--- config.mk ---
export PLATFORM = sky130hd
export DESIGN_NAME = subsampled_frame_luma_average
export DESIGN_NICKNAME = d
export VERILOG_FILES = /design/src/design/sfla_pkg.sv /design/src/design/sfla_queue.sv /design/src/design/sfla_front.sv /design/src/design/sfla_back.sv /design/src/design/subsampled_frame_luma_average.sv
export SDC_FILE = /design/constraint.sdc
export NUM_CORES = 2
export LEC_CHECK = 0
export BUFFER_PORTS_ARGS = -buffer_cell sky130_fd_sc_hd__buf_2
export CORE_ASPECT_RATIO = 0.8
export CORE_MARGIN = 2
export CORE_UTILIZATION = 35
export DETAILED_ROUTE_END_ITERATION = 10
export PLACE_DENSITY = 0.55
export SLEW_MARGIN = 20
export SYNTH_ARGS = -nofsm -noshare
export SYNTH_HDL_FRONTEND = slang
export SYNTH_SLANG_ARGS = --single-unit
--- constraint.sdc ---
create_clock -name clock -period 8.09 [get_ports clock]
set_input_delay 1.2135 -clock clock [delete_from_list [all_inputs] [get_ports clock]]
set_output_delay 1.2135 -clock clock [all_outputs]
set_load 0.1 [all_outputs]
--- src/design/sfla_pkg.sv ---
// ----------------------------------------------------------------------------
// sfla_pkg: shared types and constants for the frame luma average block
// Widths, register indexes, reset values and the command passed from the
// pixel front end to the division back end.
// ----------------------------------------------------------------------------
`default_nettype none

package sfla_pkg;

   localparam int MAX_DIMENSION = 4096;
   localparam int POS_W         = $clog2(MAX_DIMENSION);
   localparam int DIM_W         = 13;

   localparam int WEIGHT_W   = 16;
   localparam int CHAN_W     = 8;
   localparam int PROD_W     = WEIGHT_W + CHAN_W;
   localparam int LUMA_W     = PROD_W + 2;
   localparam int SPACING_W  = 7;
   localparam int INTERVAL_W = 8;
   localparam int SUM_W      = 48;
   localparam int CNT_W      = 25;
   localparam int FRAMES_W   = 24;
   localparam int AVG_W      = 24;

   localparam int CSR_IDX_W  = 3;
   localparam int CSR_DATA_W = 16;

   localparam logic [CSR_IDX_W-1:0] CSR_RED_WEIGHT     = 3'd0;
   localparam logic [CSR_IDX_W-1:0] CSR_GREEN_WEIGHT   = 3'd1;
   localparam logic [CSR_IDX_W-1:0] CSR_BLUE_WEIGHT    = 3'd2;
   localparam logic [CSR_IDX_W-1:0] CSR_FRAME_WIDTH    = 3'd3;
   localparam logic [CSR_IDX_W-1:0] CSR_FRAME_HEIGHT   = 3'd4;
   localparam logic [CSR_IDX_W-1:0] CSR_SAMPLE_SPACING = 3'd5;
   localparam logic [CSR_IDX_W-1:0] CSR_FRAME_INTERVAL = 3'd6;

   localparam logic [WEIGHT_W-1:0]   RESET_RED_WEIGHT     = 16'd19595;
   localparam logic [WEIGHT_W-1:0]   RESET_GREEN_WEIGHT   = 16'd38470;
   localparam logic [WEIGHT_W-1:0]   RESET_BLUE_WEIGHT    = 16'd7471;
   localparam logic [DIM_W-1:0]      RESET_FRAME_WIDTH    = 13'd640;
   localparam logic [DIM_W-1:0]      RESET_FRAME_HEIGHT   = 13'd480;
   localparam logic [SPACING_W-1:0]  RESET_SAMPLE_SPACING = 7'd1;
   localparam logic [INTERVAL_W-1:0] RESET_FRAME_INTERVAL = 8'd1;

   localparam int QUEUE_DEPTH = 4;
   localparam int QUEUE_PTR_W = $clog2(QUEUE_DEPTH);
   localparam int QUEUE_CNT_W = $clog2(QUEUE_DEPTH + 1);

   // Quotient bits produced by the serial divider, one per cycle.
   localparam int DIV_STEPS  = SUM_W;
   localparam int DIV_STEP_W = $clog2(DIV_STEPS);

   typedef logic [0:0] cmd_kind_type;
   localparam cmd_kind_type CMD_FRAME = 1'b0;
   localparam cmd_kind_type CMD_VIDEO = 1'b1;

   typedef struct packed {
      cmd_kind_type       kind;
      logic [SUM_W-1:0]   sum;
      logic [CNT_W-1:0]   count;
   } stats_cmd_type;

endpackage

`default_nettype wire

--- src/design/sfla_queue.sv ---
// ----------------------------------------------------------------------------
// sfla_queue: short command queue between front end and back end
// Holds frame-end and end-of-video commands so the pixel path waits on the
// divider only when the queue would fill.
// ----------------------------------------------------------------------------
`default_nettype none

module sfla_queue (
   input  logic                           clock,
   input  logic                           reset,
   input  logic                           push,
   input  sfla_pkg::stats_cmd_type        push_cmd,
   input  logic                           pop,
   output sfla_pkg::stats_cmd_type        head_cmd,
   output logic                           empty,
   output logic [sfla_pkg::QUEUE_CNT_W-1:0] count
);
   import sfla_pkg::*;

   stats_cmd_type            entry_ff [QUEUE_DEPTH];
   logic [QUEUE_PTR_W-1:0]   wr_ptr_ff;
   logic [QUEUE_PTR_W-1:0]   rd_ptr_ff;
   logic [QUEUE_CNT_W-1:0]   count_ff;
   logic                     do_pop;

   assign do_pop   = pop && (count_ff != '0);
   assign head_cmd = entry_ff[rd_ptr_ff];
   assign empty    = (count_ff == '0);
   assign count    = count_ff;

   always_ff @(posedge clock) begin
      if (push) begin
         entry_ff[wr_ptr_ff] <= push_cmd;
      end
   end

   always_ff @(posedge clock) begin
      if (reset) begin
         wr_ptr_ff <= '0;
         rd_ptr_ff <= '0;
         count_ff  <= '0;
      end else begin
         if (push) begin
            wr_ptr_ff <= wr_ptr_ff + 1'b1;
         end
         if (do_pop) begin
            rd_ptr_ff <= rd_ptr_ff + 1'b1;
         end
         if (push && !do_pop) begin
            count_ff <= count_ff + 1'b1;
         end else if (!push && do_pop) begin
            count_ff <= count_ff - 1'b1;
         end
      end
   end

endmodule

`default_nettype wire

--- src/design/sfla_front.sv ---
// ----------------------------------------------------------------------------
// sfla_front: pixel front end
// Holds the configuration registers, tracks raster position and sampling
// phase, computes luma in a short pipeline and accumulates the frame sum.
// Measured frame ends and end of video go to the back end as commands.
// ----------------------------------------------------------------------------
`default_nettype none

module sfla_front (
   input  logic                              clock,
   input  logic                              reset,
   input  logic                              csr_we,
   input  logic [sfla_pkg::CSR_IDX_W-1:0]    csr_index,
   input  logic [sfla_pkg::CSR_DATA_W-1:0]   csr_wdata,
   input  logic                              req_tvalid,
   output logic                              req_tready,
   input  logic                              req_tuser,
   input  logic [3*sfla_pkg::CHAN_W-1:0]     req_tdata,
   input  logic [sfla_pkg::QUEUE_CNT_W-1:0]  queue_count,
   output logic                              push,
   output sfla_pkg::stats_cmd_type           push_cmd
);
   import sfla_pkg::*;

   typedef struct packed {
      logic is_video;
      logic sample;
      logic frame_end;
      logic measured;
   } pixel_flags_type;

   localparam int RESYNC_W = $clog2(POS_W + 1);

   // Configuration registers
   logic [WEIGHT_W-1:0]   red_weight_ff;
   logic [WEIGHT_W-1:0]   green_weight_ff;
   logic [WEIGHT_W-1:0]   blue_weight_ff;
   logic [DIM_W-1:0]      frame_width_ff;
   logic [DIM_W-1:0]      frame_height_ff;
   logic [SPACING_W-1:0]  sample_spacing_ff;
   logic [INTERVAL_W-1:0] frame_interval_ff;

   // Raster position state
   logic [POS_W-1:0]      column_ff, column_in;
   logic [POS_W-1:0]      row_ff, row_in;
   logic [INTERVAL_W-1:0] phase_ff, phase_in;
   logic [SPACING_W-1:0]  col_res_ff, col_res_in;
   logic [SPACING_W-1:0]  row_res_ff, row_res_in;

   // Residue recompute after a spacing change
   logic                  resync_ff;
   logic [RESYNC_W-1:0]   resync_step_ff;
   logic [POS_W-1:0]      col_shift_ff;
   logic [POS_W-1:0]      row_shift_ff;

   // Luma pipeline
   logic                  s1_valid_ff;
   pixel_flags_type       s1_flags_ff;
   logic [PROD_W-1:0]     prod_red_ff;
   logic [PROD_W-1:0]     prod_green_ff;
   logic [PROD_W-1:0]     prod_blue_ff;
   logic                  s2_valid_ff;
   pixel_flags_type       s2_flags_ff;
   logic [LUMA_W-1:0]     luma_ff;

   // Frame accumulator
   logic [SUM_W-1:0]      frame_sum_ff, frame_sum_in;
   logic [CNT_W-1:0]      frame_count_ff, frame_count_in;

   logic [DIM_W-1:0]      width_eff;
   logic [DIM_W-1:0]      height_eff;
   logic [SPACING_W-1:0]  spacing_eff;
   logic [INTERVAL_W-1:0] interval_eff;
   logic                  measured;
   logic                  line_end;
   logic                  frame_end;
   logic                  accept;
   logic                  is_video;
   logic                  sample;
   logic [QUEUE_CNT_W:0]  in_flight;
   logic [SPACING_W:0]    col_trial;
   logic [SPACING_W:0]    row_trial;
   logic [SPACING_W-1:0]  col_res_inc;
   logic [SPACING_W-1:0]  row_res_inc;
   logic [SUM_W:0]        sum_wide;
   logic [SUM_W-1:0]      sum_next;
   logic [CNT_W-1:0]      count_next;

   always_comb begin
      if (frame_width_ff == '0) begin
         width_eff = DIM_W'(1);
      end else if (frame_width_ff > DIM_W'(MAX_DIMENSION)) begin
         width_eff = DIM_W'(MAX_DIMENSION);
      end else begin
         width_eff = frame_width_ff;
      end
      if (frame_height_ff == '0) begin
         height_eff = DIM_W'(1);
      end else if (frame_height_ff > DIM_W'(MAX_DIMENSION)) begin
         height_eff = DIM_W'(MAX_DIMENSION);
      end else begin
         height_eff = frame_height_ff;
      end
   end

   assign spacing_eff  = (sample_spacing_ff == '0) ? SPACING_W'(1) : sample_spacing_ff;
   assign interval_eff = (frame_interval_ff == '0) ? INTERVAL_W'(1) : frame_interval_ff;

   assign measured  = ({1'b0, phase_ff} + (INTERVAL_W + 1)'(1)) >= {1'b0, interval_eff};
   assign line_end  = ({1'b0, column_ff} + DIM_W'(1)) >= width_eff;
   assign frame_end = line_end && (({1'b0, row_ff} + DIM_W'(1)) >= height_eff);
   assign is_video  = req_tuser;
   assign sample    = measured && (col_res_ff == '0) && (row_res_ff == '0);

   // Leave room in the queue for every beat already in the pipeline.
   assign in_flight  = (QUEUE_CNT_W + 1)'(queue_count) + (QUEUE_CNT_W + 1)'(s1_valid_ff)
                     + (QUEUE_CNT_W + 1)'(s2_valid_ff);
   assign req_tready = !resync_ff && (in_flight < (QUEUE_CNT_W + 1)'(QUEUE_DEPTH));
   assign accept     = req_tvalid && req_tready;

   assign col_res_inc = col_res_ff + 1'b1;
   assign row_res_inc = row_res_ff + 1'b1;
   assign col_trial   = {col_res_ff, col_shift_ff[POS_W-1]};
   assign row_trial   = {row_res_ff, row_shift_ff[POS_W-1]};

   always_comb begin
      column_in  = column_ff;
      row_in     = row_ff;
      phase_in   = phase_ff;
      col_res_in = col_res_ff;
      row_res_in = row_res_ff;
      if (resync_ff) begin
         // Restoring remainder, one position bit per cycle, MSB first.
         if (col_trial >= {1'b0, spacing_eff}) begin
            col_res_in = SPACING_W'(col_trial - {1'b0, spacing_eff});
         end else begin
            col_res_in = SPACING_W'(col_trial);
         end
         if (row_trial >= {1'b0, spacing_eff}) begin
            row_res_in = SPACING_W'(row_trial - {1'b0, spacing_eff});
         end else begin
            row_res_in = SPACING_W'(row_trial);
         end
      end else if (accept) begin
         if (is_video) begin
            column_in  = '0;
            row_in     = '0;
            phase_in   = '0;
            col_res_in = '0;
            row_res_in = '0;
         end else if (!line_end) begin
            column_in  = column_ff + 1'b1;
            col_res_in = (col_res_inc >= spacing_eff) ? '0 : col_res_inc;
         end else begin
            column_in  = '0;
            col_res_in = '0;
            if (!frame_end) begin
               row_in     = row_ff + 1'b1;
               row_res_in = (row_res_inc >= spacing_eff) ? '0 : row_res_inc;
            end else begin
               row_in     = '0;
               row_res_in = '0;
               phase_in   = measured ? '0 : phase_ff + 1'b1;
            end
         end
      end
   end

   always_ff @(posedge clock) begin
      if (reset) begin
         red_weight_ff     <= RESET_RED_WEIGHT;
         green_weight_ff   <= RESET_GREEN_WEIGHT;
         blue_weight_ff    <= RESET_BLUE_WEIGHT;
         frame_width_ff    <= RESET_FRAME_WIDTH;
         frame_height_ff   <= RESET_FRAME_HEIGHT;
         sample_spacing_ff <= RESET_SAMPLE_SPACING;
         frame_interval_ff <= RESET_FRAME_INTERVAL;
      end else if (csr_we) begin
         unique case (csr_index)
            CSR_RED_WEIGHT:     red_weight_ff     <= csr_wdata;
            CSR_GREEN_WEIGHT:   green_weight_ff   <= csr_wdata;
            CSR_BLUE_WEIGHT:    blue_weight_ff    <= csr_wdata;
            CSR_FRAME_WIDTH:    frame_width_ff    <= csr_wdata[DIM_W-1:0];
            CSR_FRAME_HEIGHT:   frame_height_ff   <= csr_wdata[DIM_W-1:0];
            CSR_SAMPLE_SPACING: sample_spacing_ff <= csr_wdata[SPACING_W-1:0];
            CSR_FRAME_INTERVAL: frame_interval_ff <= csr_wdata[INTERVAL_W-1:0];
            default: ;
         endcase
      end
   end

   always_ff @(posedge clock) begin
      if (reset) begin
         column_ff      <= '0;
         row_ff         <= '0;
         phase_ff       <= '0;
         col_res_ff     <= '0;
         row_res_ff     <= '0;
         resync_ff      <= 1'b0;
         resync_step_ff <= '0;
      end else begin
         column_ff <= column_in;
         row_ff    <= row_in;
         phase_ff  <= phase_in;
         if (csr_we && (csr_index == CSR_SAMPLE_SPACING)) begin
            // Residues of the current position must follow the new spacing.
            resync_ff      <= 1'b1;
            resync_step_ff <= '0;
            col_res_ff     <= '0;
            row_res_ff     <= '0;
         end else begin
            col_res_ff <= col_res_in;
            row_res_ff <= row_res_in;
            if (resync_ff) begin
               resync_step_ff <= resync_step_ff + 1'b1;
               if (resync_step_ff == RESYNC_W'(POS_W - 1)) begin
                  resync_ff <= 1'b0;
               end
            end
         end
      end
   end

   always_ff @(posedge clock) begin
      if (csr_we && (csr_index == CSR_SAMPLE_SPACING)) begin
         col_shift_ff <= column_ff;
         row_shift_ff <= row_ff;
      end else if (resync_ff) begin
         col_shift_ff <= {col_shift_ff[POS_W-2:0], 1'b0};
         row_shift_ff <= {row_shift_ff[POS_W-2:0], 1'b0};
      end
   end

   // Stage 1: weighted channels. Stage 2: luma.
   always_ff @(posedge clock) begin
      if (reset) begin
         s1_valid_ff <= 1'b0;
         s2_valid_ff <= 1'b0;
      end else begin
         s1_valid_ff <= accept;
         s2_valid_ff <= s1_valid_ff;
      end
   end

   always_ff @(posedge clock) begin
      s1_flags_ff.is_video  <= is_video;
      s1_flags_ff.sample    <= sample;
      s1_flags_ff.frame_end <= frame_end;
      s1_flags_ff.measured  <= measured;
      prod_red_ff   <= red_weight_ff * req_tdata[CHAN_W-1:0];
      prod_green_ff <= green_weight_ff * req_tdata[2*CHAN_W-1:CHAN_W];
      prod_blue_ff  <= blue_weight_ff * req_tdata[3*CHAN_W-1:2*CHAN_W];
      s2_flags_ff   <= s1_flags_ff;
      luma_ff       <= LUMA_W'(prod_red_ff) + LUMA_W'(prod_green_ff)
                     + LUMA_W'(prod_blue_ff);
   end

   // Stage 3: saturating frame accumulation.
   always_comb begin
      sum_wide   = {1'b0, frame_sum_ff} + (SUM_W + 1)'(luma_ff);
      sum_next   = frame_sum_ff;
      count_next = frame_count_ff;
      if (s2_flags_ff.sample) begin
         sum_next = sum_wide[SUM_W] ? {SUM_W{1'b1}} : sum_wide[SUM_W-1:0];
         if (frame_count_ff != {CNT_W{1'b1}}) begin
            count_next = frame_count_ff + 1'b1;
         end
      end
      frame_sum_in   = frame_sum_ff;
      frame_count_in = frame_count_ff;
      if (s2_valid_ff) begin
         if (s2_flags_ff.is_video || s2_flags_ff.frame_end) begin
            frame_sum_in   = '0;
            frame_count_in = '0;
         end else begin
            frame_sum_in   = sum_next;
            frame_count_in = count_next;
         end
      end
   end

   always_ff @(posedge clock) begin
      if (reset) begin
         frame_sum_ff   <= '0;
         frame_count_ff <= '0;
      end else begin
         frame_sum_ff   <= frame_sum_in;
         frame_count_ff <= frame_count_in;
      end
   end

   assign push = s2_valid_ff && (s2_flags_ff.is_video
                                 || (s2_flags_ff.frame_end && s2_flags_ff.measured));
   assign push_cmd.kind  = s2_flags_ff.is_video ? CMD_VIDEO : CMD_FRAME;
   assign push_cmd.sum   = sum_next;
   assign push_cmd.count = count_next;

endmodule

`default_nettype wire

--- src/design/sfla_back.sv ---
// ----------------------------------------------------------------------------
// sfla_back: division back end
// Takes commands from the queue, divides with a bit-serial restoring divider,
// keeps the video statistics and drives the result register.
// ----------------------------------------------------------------------------
`default_nettype none

module sfla_back (
   input  logic                           clock,
   input  logic                           reset,
   input  logic                           queue_empty,
   input  sfla_pkg::stats_cmd_type        head_cmd,
   output logic                           pop,
   output logic                           rsp_tvalid,
   input  logic                           rsp_tready,
   output logic                           rsp_tuser,
   output logic [sfla_pkg::AVG_W-1:0]     rsp_tdata
);
   import sfla_pkg::*;

   localparam logic [1:0] BACK_IDLE   = 2'd0;
   localparam logic [1:0] BACK_DIVIDE = 2'd1;
   localparam logic [1:0] BACK_EMIT   = 2'd2;

   logic [1:0]            state_ff;
   cmd_kind_type          kind_ff;
   logic [SUM_W-1:0]      quo_ff;
   logic [CNT_W:0]        rem_ff;
   logic [CNT_W-1:0]      den_ff;
   logic [DIV_STEP_W-1:0] step_ff;
   logic [SUM_W-1:0]      video_sum_ff;
   logic [FRAMES_W-1:0]   frames_ff;
   logic                  rsp_valid_ff;
   logic                  rsp_user_ff;
   logic [AVG_W-1:0]      rsp_data_ff;

   logic [CNT_W:0]        trial;
   logic                  fits;
   logic [AVG_W-1:0]      average;
   logic [SUM_W:0]        video_wide;
   logic                  out_free;
   logic                  emit;

   assign pop      = (state_ff == BACK_IDLE) && !queue_empty;
   assign out_free = !rsp_valid_ff || rsp_tready;
   assign emit     = (state_ff == BACK_EMIT) && out_free;

   // Remainder stays below the divisor, so one extra bit holds the shifted value.
   assign trial = {rem_ff[CNT_W-1:0], quo_ff[SUM_W-1]};
   assign fits  = trial >= {1'b0, den_ff};

   always_comb begin
      if (den_ff == '0) begin
         average = '0;
      end else if (quo_ff[SUM_W-1:AVG_W] != '0) begin
         average = {AVG_W{1'b1}};
      end else begin
         average = quo_ff[AVG_W-1:0];
      end
   end

   assign video_wide = {1'b0, video_sum_ff} + (SUM_W + 1)'(average);

   always_ff @(posedge clock) begin
      if (reset) begin
         state_ff     <= BACK_IDLE;
         step_ff      <= '0;
         video_sum_ff <= '0;
         frames_ff    <= '0;
         rsp_valid_ff <= 1'b0;
      end else begin
         if (rsp_valid_ff && rsp_tready && !emit) begin
            rsp_valid_ff <= 1'b0;
         end
         unique case (state_ff)
            BACK_IDLE: begin
               if (!queue_empty) begin
                  step_ff  <= '0;
                  state_ff <= BACK_DIVIDE;
               end
            end
            BACK_DIVIDE: begin
               step_ff <= step_ff + 1'b1;
               if (step_ff == DIV_STEP_W'(DIV_STEPS - 1)) begin
                  state_ff <= BACK_EMIT;
               end
            end
            BACK_EMIT: begin
               if (out_free) begin
                  rsp_valid_ff <= 1'b1;
                  state_ff     <= BACK_IDLE;
                  if (kind_ff == CMD_VIDEO) begin
                     video_sum_ff <= '0;
                     frames_ff    <= '0;
                  end else begin
                     video_sum_ff <= video_wide[SUM_W] ? {SUM_W{1'b1}}
                                                       : video_wide[SUM_W-1:0];
                     if (frames_ff != {FRAMES_W{1'b1}}) begin
                        frames_ff <= frames_ff + 1'b1;
                     end
                  end
               end
            end
            default: state_ff <= BACK_IDLE;
         endcase
      end
   end

   always_ff @(posedge clock) begin
      if (pop) begin
         kind_ff <= head_cmd.kind;
         rem_ff  <= '0;
         if (head_cmd.kind == CMD_VIDEO) begin
            quo_ff <= video_sum_ff;
            den_ff <= CNT_W'(frames_ff);
         end else begin
            quo_ff <= head_cmd.sum;
            den_ff <= head_cmd.count;
         end
      end else if (state_ff == BACK_DIVIDE) begin
         rem_ff <= fits ? (trial - {1'b0, den_ff}) : trial;
         quo_ff <= {quo_ff[SUM_W-2:0], fits};
      end
   end

   always_ff @(posedge clock) begin
      if (emit) begin
         rsp_user_ff <= (kind_ff == CMD_VIDEO);
         rsp_data_ff <= average;
      end
   end

   assign rsp_tvalid = rsp_valid_ff;
   assign rsp_tuser  = rsp_user_ff;
   assign rsp_tdata  = rsp_data_ff;

endmodule

`default_nettype wire

--- src/design/subsampled_frame_luma_average.sv ---
// ----------------------------------------------------------------------------
// subsampled_frame_luma_average: frame luma exposure statistics
// Averages weighted luma over subsampled pixels of every n-th frame and
// reports per-frame and whole-video averages in unsigned Q8.16.
// ----------------------------------------------------------------------------
//
//  Port group | Direction | Beat contents
//  -----------+-----------+------------------------------------------------
//  req_       | in        | one pixel or an end-of-video marker
//  rsp_       | out       | one frame average or the video average
//  csr_       | in        | register write, no read-back
//
// Pixels are taken one per cycle while req_tready is high; the luma pipeline
// is three stages deep. Each measured frame end and each end-of-video beat
// passes through the serial divider (48 quotient bits plus load and output);
// a four-entry queue lets those overlap the next frame, and apart from a
// sample_spacing write, req_tready drops only when the queued commands plus
// the beats still in the luma pipeline would fill it. Writing sample_spacing
// holds req_tready low while the position residues are recomputed. Reset is
// synchronous, clears all statistics and restores the default register values.
// ----------------------------------------------------------------------------
`default_nettype none

module subsampled_frame_luma_average (
   input  logic                             clock,
   input  logic                             reset,
   input  logic                             csr_we,
   input  logic [sfla_pkg::CSR_IDX_W-1:0]   csr_index,
   input  logic [sfla_pkg::CSR_DATA_W-1:0]  csr_wdata,
   input  logic                             req_tvalid,
   output logic                             req_tready,
   input  logic                             req_tuser,   // kind
   input  logic [3*sfla_pkg::CHAN_W-1:0]    req_tdata,   // red, green, blue
   output logic                             rsp_tvalid,
   input  logic                             rsp_tready,
   output logic                             rsp_tuser,   // is_video_average
   output logic [sfla_pkg::AVG_W-1:0]       rsp_tdata    // average_luma
);
   import sfla_pkg::*;

   logic                     push;
   stats_cmd_type            push_cmd;
   logic                     pop;
   stats_cmd_type            head_cmd;
   logic                     queue_empty;
   logic [QUEUE_CNT_W-1:0]   queue_count;

   sfla_front u_front (
      .clock       (clock),
      .reset       (reset),
      .csr_we      (csr_we),
      .csr_index   (csr_index),
      .csr_wdata   (csr_wdata),
      .req_tvalid  (req_tvalid),
      .req_tready  (req_tready),
      .req_tuser   (req_tuser),
      .req_tdata   (req_tdata),
      .queue_count (queue_count),
      .push        (push),
      .push_cmd    (push_cmd)
   );

   sfla_queue u_queue (
      .clock    (clock),
      .reset    (reset),
      .push     (push),
      .push_cmd (push_cmd),
      .pop      (pop),
      .head_cmd (head_cmd),
      .empty    (queue_empty),
      .count    (queue_count)
   );

   sfla_back u_back (
      .clock       (clock),
      .reset       (reset),
      .queue_empty (queue_empty),
      .head_cmd    (head_cmd),
      .pop         (pop),
      .rsp_tvalid  (rsp_tvalid),
      .rsp_tready  (rsp_tready),
      .rsp_tuser   (rsp_tuser),
      .rsp_tdata   (rsp_tdata)
   );

endmodule

`default_nettype wire
==> results.sh <==
export IMPL_seq_area_frac_synth_pct=39.79
export IMPL_place_area_um2=56000
export IMPL_seqPwrFrac_pct=32.2
export IMPL_clk_insertion_delay_late_ns=0.70
export IMPL_async_flop_share_pct=0
export IMPL_synth_edf_count=419
export IMPL_finalClockSkew_ns=0.05686
export IMPL_root_buffer="clkbuf_16"
export IMPL_worst_pin_slew_ns=1.031
export IMPL_whs_path_depth=0
export IMPL_dieArea_um2=156200
export IMPL_cts_buffers=90
export IMPL_clkPwrFrac_pct=24.6
export IMPL_portBuffers=75
export IMPL_path_cells="buf_2 -> nand2_1 -> fa_1 -> fa_1 -> inv_1 -> fa_1 -> inv_1 -> fa_1 -> inv_1 -> ha_1 -> o21a_1 -> o21ai_0 -> nor3_1 -> or3_1 -> a31o_2 -> a21oi_1 -> nor2_1 -> o21a_1 -> o311ai_1"
export IMPL_crit_cells=19
export IMPL_timing_rr_start="u_front.green_weight_ff[0]"
export IMPL_area_growth_pct=10.37
export IMPL_finalHoldViolations=0
export IMPL_ys_types=102
export IMPL_worstPathRequired_ns=8.69
export IMPL_cp_top_family="adder cells"
export IMPL_critPathArrivalTime_ns=6.18
export IMPL_ys_warn_count=0
export IMPL_die_w_um=441.4
export IMPL_grt_max_degree=101
export IMPL_grt_overflow_total=0
export IMPL_critPathMaxFanout=16
export IMPL_fin_area_um2=59110
export IMPL_ys_ff_latch=855
export IMPL_final_common_cell="nand2_1"
export IMPL_cts_htree_levels=3
export IMPL_peakVddDrop_v=0.0002355
export IMPL_post_cts_buffers=0
export IMPL_synth_xor_area_share_pct=4.170
export IMPL_max_slew_margin_pct=30.37
export IMPL_path_buf_inv=4
export IMPL_outcome="completed"
export IMPL_cts_resized_gates=0
export IMPL_crit_top_cell="fa_1"
export IMPL_grt_total_usage_pct=17.02
export IMPL_min_period_over_period_pct=69.04
export IMPL_viasPerCell=5.091
export IMPL_start_util_pct=35.20
export IMPL_drt_iter0_markers=2716
export IMPL_fp_row_count=128
export IMPL_clk_pin_slew_worst_paths_ns=0.07
export IMPL_route_detailed_wl_per_inst_um=17.89
export IMPL_p_int_mw=10.85
export IMPL_comb_power_share_pct=43.2
export IMPL_hold_start="u_front.s1_flags_ff[0]"
export IMPL_syn_inst=5347
export IMPL_postCtsHoldBufs=0
export IMPL_vias=37920
export IMPL_syn_avg_cell_area_um2=10.02
export IMPL_p_sw_share_pct=38.15
export IMPL_cts_tree="built"
export IMPL_coreArea_um2=152100
export IMPL_setup_violations=0
export IMPL_fmax_mhz=179.0
export IMPL_synth_top_family_by_area="adder cells"
export IMPL_synth_main_ff_cell="dfxtp_1"
export IMPL_crit_path_end_kind="flop"
export IMPL_pin_count=76
export IMPL_antenna_found_initial=4
export IMPL_fin_nets=5996
export IMPL_rr_worst_depth=18
export IMPL_grt_pass1_vias=36890
export IMPL_rsz0062_at_grt="false"
export IMPL_die_h_um=353.9
export IMPL_grt_pass1_wl_um=212900
export IMPL_power_density_nw_per_um2=296.6
export IMPL_dp_hpwl_um=95860
export IMPL_synthAdderAreaFrac_pct=17.52
export IMPL_antenna_left=0
export IMPL_hold_end="u_front.s2_flags_ff[0]"
export IMPL_path_class="in2reg"
export IMPL_p_sw_mw=6.689
export IMPL_finalSetupTns_ns=0
export IMPL_fin_hold_ws_ns=0.3225
export IMPL_layout_common_cells="nand2_1, dfxtp_1, inv_1"
export IMPL_synthSimpleGateAreaFrac_pct=16.59
export IMPL_drive_gt1_share_pct=7.919
export IMPL_slowest_delay_ns=0.56
export IMPL_drv_slew=0
export IMPL_worstHoldPathType="reg2reg"
export IMPL_total_leakage_power_nw=24.25
export IMPL_maxCapViolCount=0
export IMPL_regToRegEndpoint="u_front.prod_green_ff[22]"
export IMPL_synth_area_um2=53560
export IMPL_synth_nets=5990
export IMPL_drt_pre_antenna_iters=5
export IMPL_cp_slowest_cell="fa_1"
export IMPL_clock_sinks=855
export IMPL_synth_compound_area_share_pct=12.39
export IMPL_gp_congestion=0.8271
export IMPL_r2r_setup_slack_ns=2.71
export IMPL_cp_start_kind="input pin"
export IMPL_drc=0
export IMPL_period_minus_slack_ns=5.586
export IMPL_fill_cells=14930
export IMPL_muxShareOfSynthArea_pct=5.097
export IMPL_clock_path_buffers=3
export IMPL_power_mw=17.53
export IMPL_wirelength_um=133200
==> cells in the mapped netlist (all sizes together) (77+ instances only) <==
library cell  count  share of area (%)
nand2           667                4.7
dfxtp           436                 16
inv             423                3.0
edfxtp          419                 23
and2            339                4.0
ha              334                7.8
a21oi           293                2.8
o21ai           292                2.7
nor2            275                1.9
fa              260                9.7
xnor2           167                2.7
clkbuf          158                1.1
nand3           135                1.3
a21o             91                1.3
xor2             88                1.4
nor3             78               0.73
mux2i            77                1.4
==> per-layer routing <==
layer | track usage [%] | vias up | part of all wire (%)
li1 | - | 18660 | -
met1 | 25.92 | 18430 | 51
met2 | 25.37 | 699 | 43
met3 | 2.577 | 133 | 4.6
met4 | 3.497 | 4 | 1.8
met5 | 0 | - | 0.014
==> stage by stage <==
stage,setup slack [ns],utilization [%],std cells
after global routing,2.222,38.85,7446
after floorplan,2.164,-,5347
after global placement,1.847,36.81,7276
after CTS,2.511,38.84,7445
final,2.504,38.85,7448
after detailed placement,1.750,36.81,7276
==> cell families after synthesis <==
| group | count (synthesis) |
|---|---|
| xor gates and xnor gates | 255 |
| adders and majority gates | 594 |
| buffers and inverters | 620 |
| DFF | 855 |
| muxes | 177 |
| and+or+nand+nor | 1816 |
| AOI/OAI and AO/OA | 1030 |
==> worst max-delay path by stage <==
stage | startpoint | endpoint | slack [ns]
floorplan | req_tdata[15] | u_front.prod_green_ff[22] | 2.16
global placement | req_tdata[15] | u_front.prod_green_ff[22] | 1.85
detailed placement | req_tdata[13] | u_front.prod_green_ff[22] | 1.75
CTS | req_tdata[13] | u_front.prod_green_ff[22] | 2.51
global route | req_tdata[22] | u_front.prod_blue_ff[22] | 2.22
finish | req_tdata[15] | u_front.prod_green_ff[22] | 2.50
==> power by group through the flow <==
stage	sequential [mW]	clock (mW)	combinational, mW
final	5.64	4.31	7.58
after detailed placement	5.74	0	7.58
after global routing	5.70	4.63	8.55
after CTS	5.65	4.45	7.62
after global placement	5.74	0	7.49
after floorplan	5.59	0	5.78
==> state kept, by name, indices dropped and copies added, names as in the netlist, 16 cells and up, named ones only <==
signal                   cells
u_back.rem_ff               25
u_front.frame_sum_ff        48
u_front.green_weight_ff     16
u_back.rsp_tdata            24
u_front.frame_count_ff      25
u_front.prod_red_ff         24
u_front.blue_weight_ff      16
u_front.prod_blue_ff        24
u_back.video_sum_ff         48
u_front.red_weight_ff       16
u_front.luma_ff             26
u_back.frames_ff            24
u_back.den_ff               25
u_back.quo_ff               48
u_front.prod_green_ff       24
u_queue.entry_ff           296
==> layout make-up <==
cell class / instances / area, um2 / area share [%]
antenna: 3 / 7.507 / 0.01270
timing repair buffer: 110 / 644.4 / 1.090
clock buffer: 118 / 2500 / 4.229
tap: 2015 / 2521 / 4.265
inverter: 424 / 1592 / 2.692
clock inverter: 51 / 596.8 / 1.010
multi-input combinational: 3872 / 29930 / 50.64
sequential: 855 / 21320 / 36.06
Note: power is estimated with default switching activity, not from simulation.
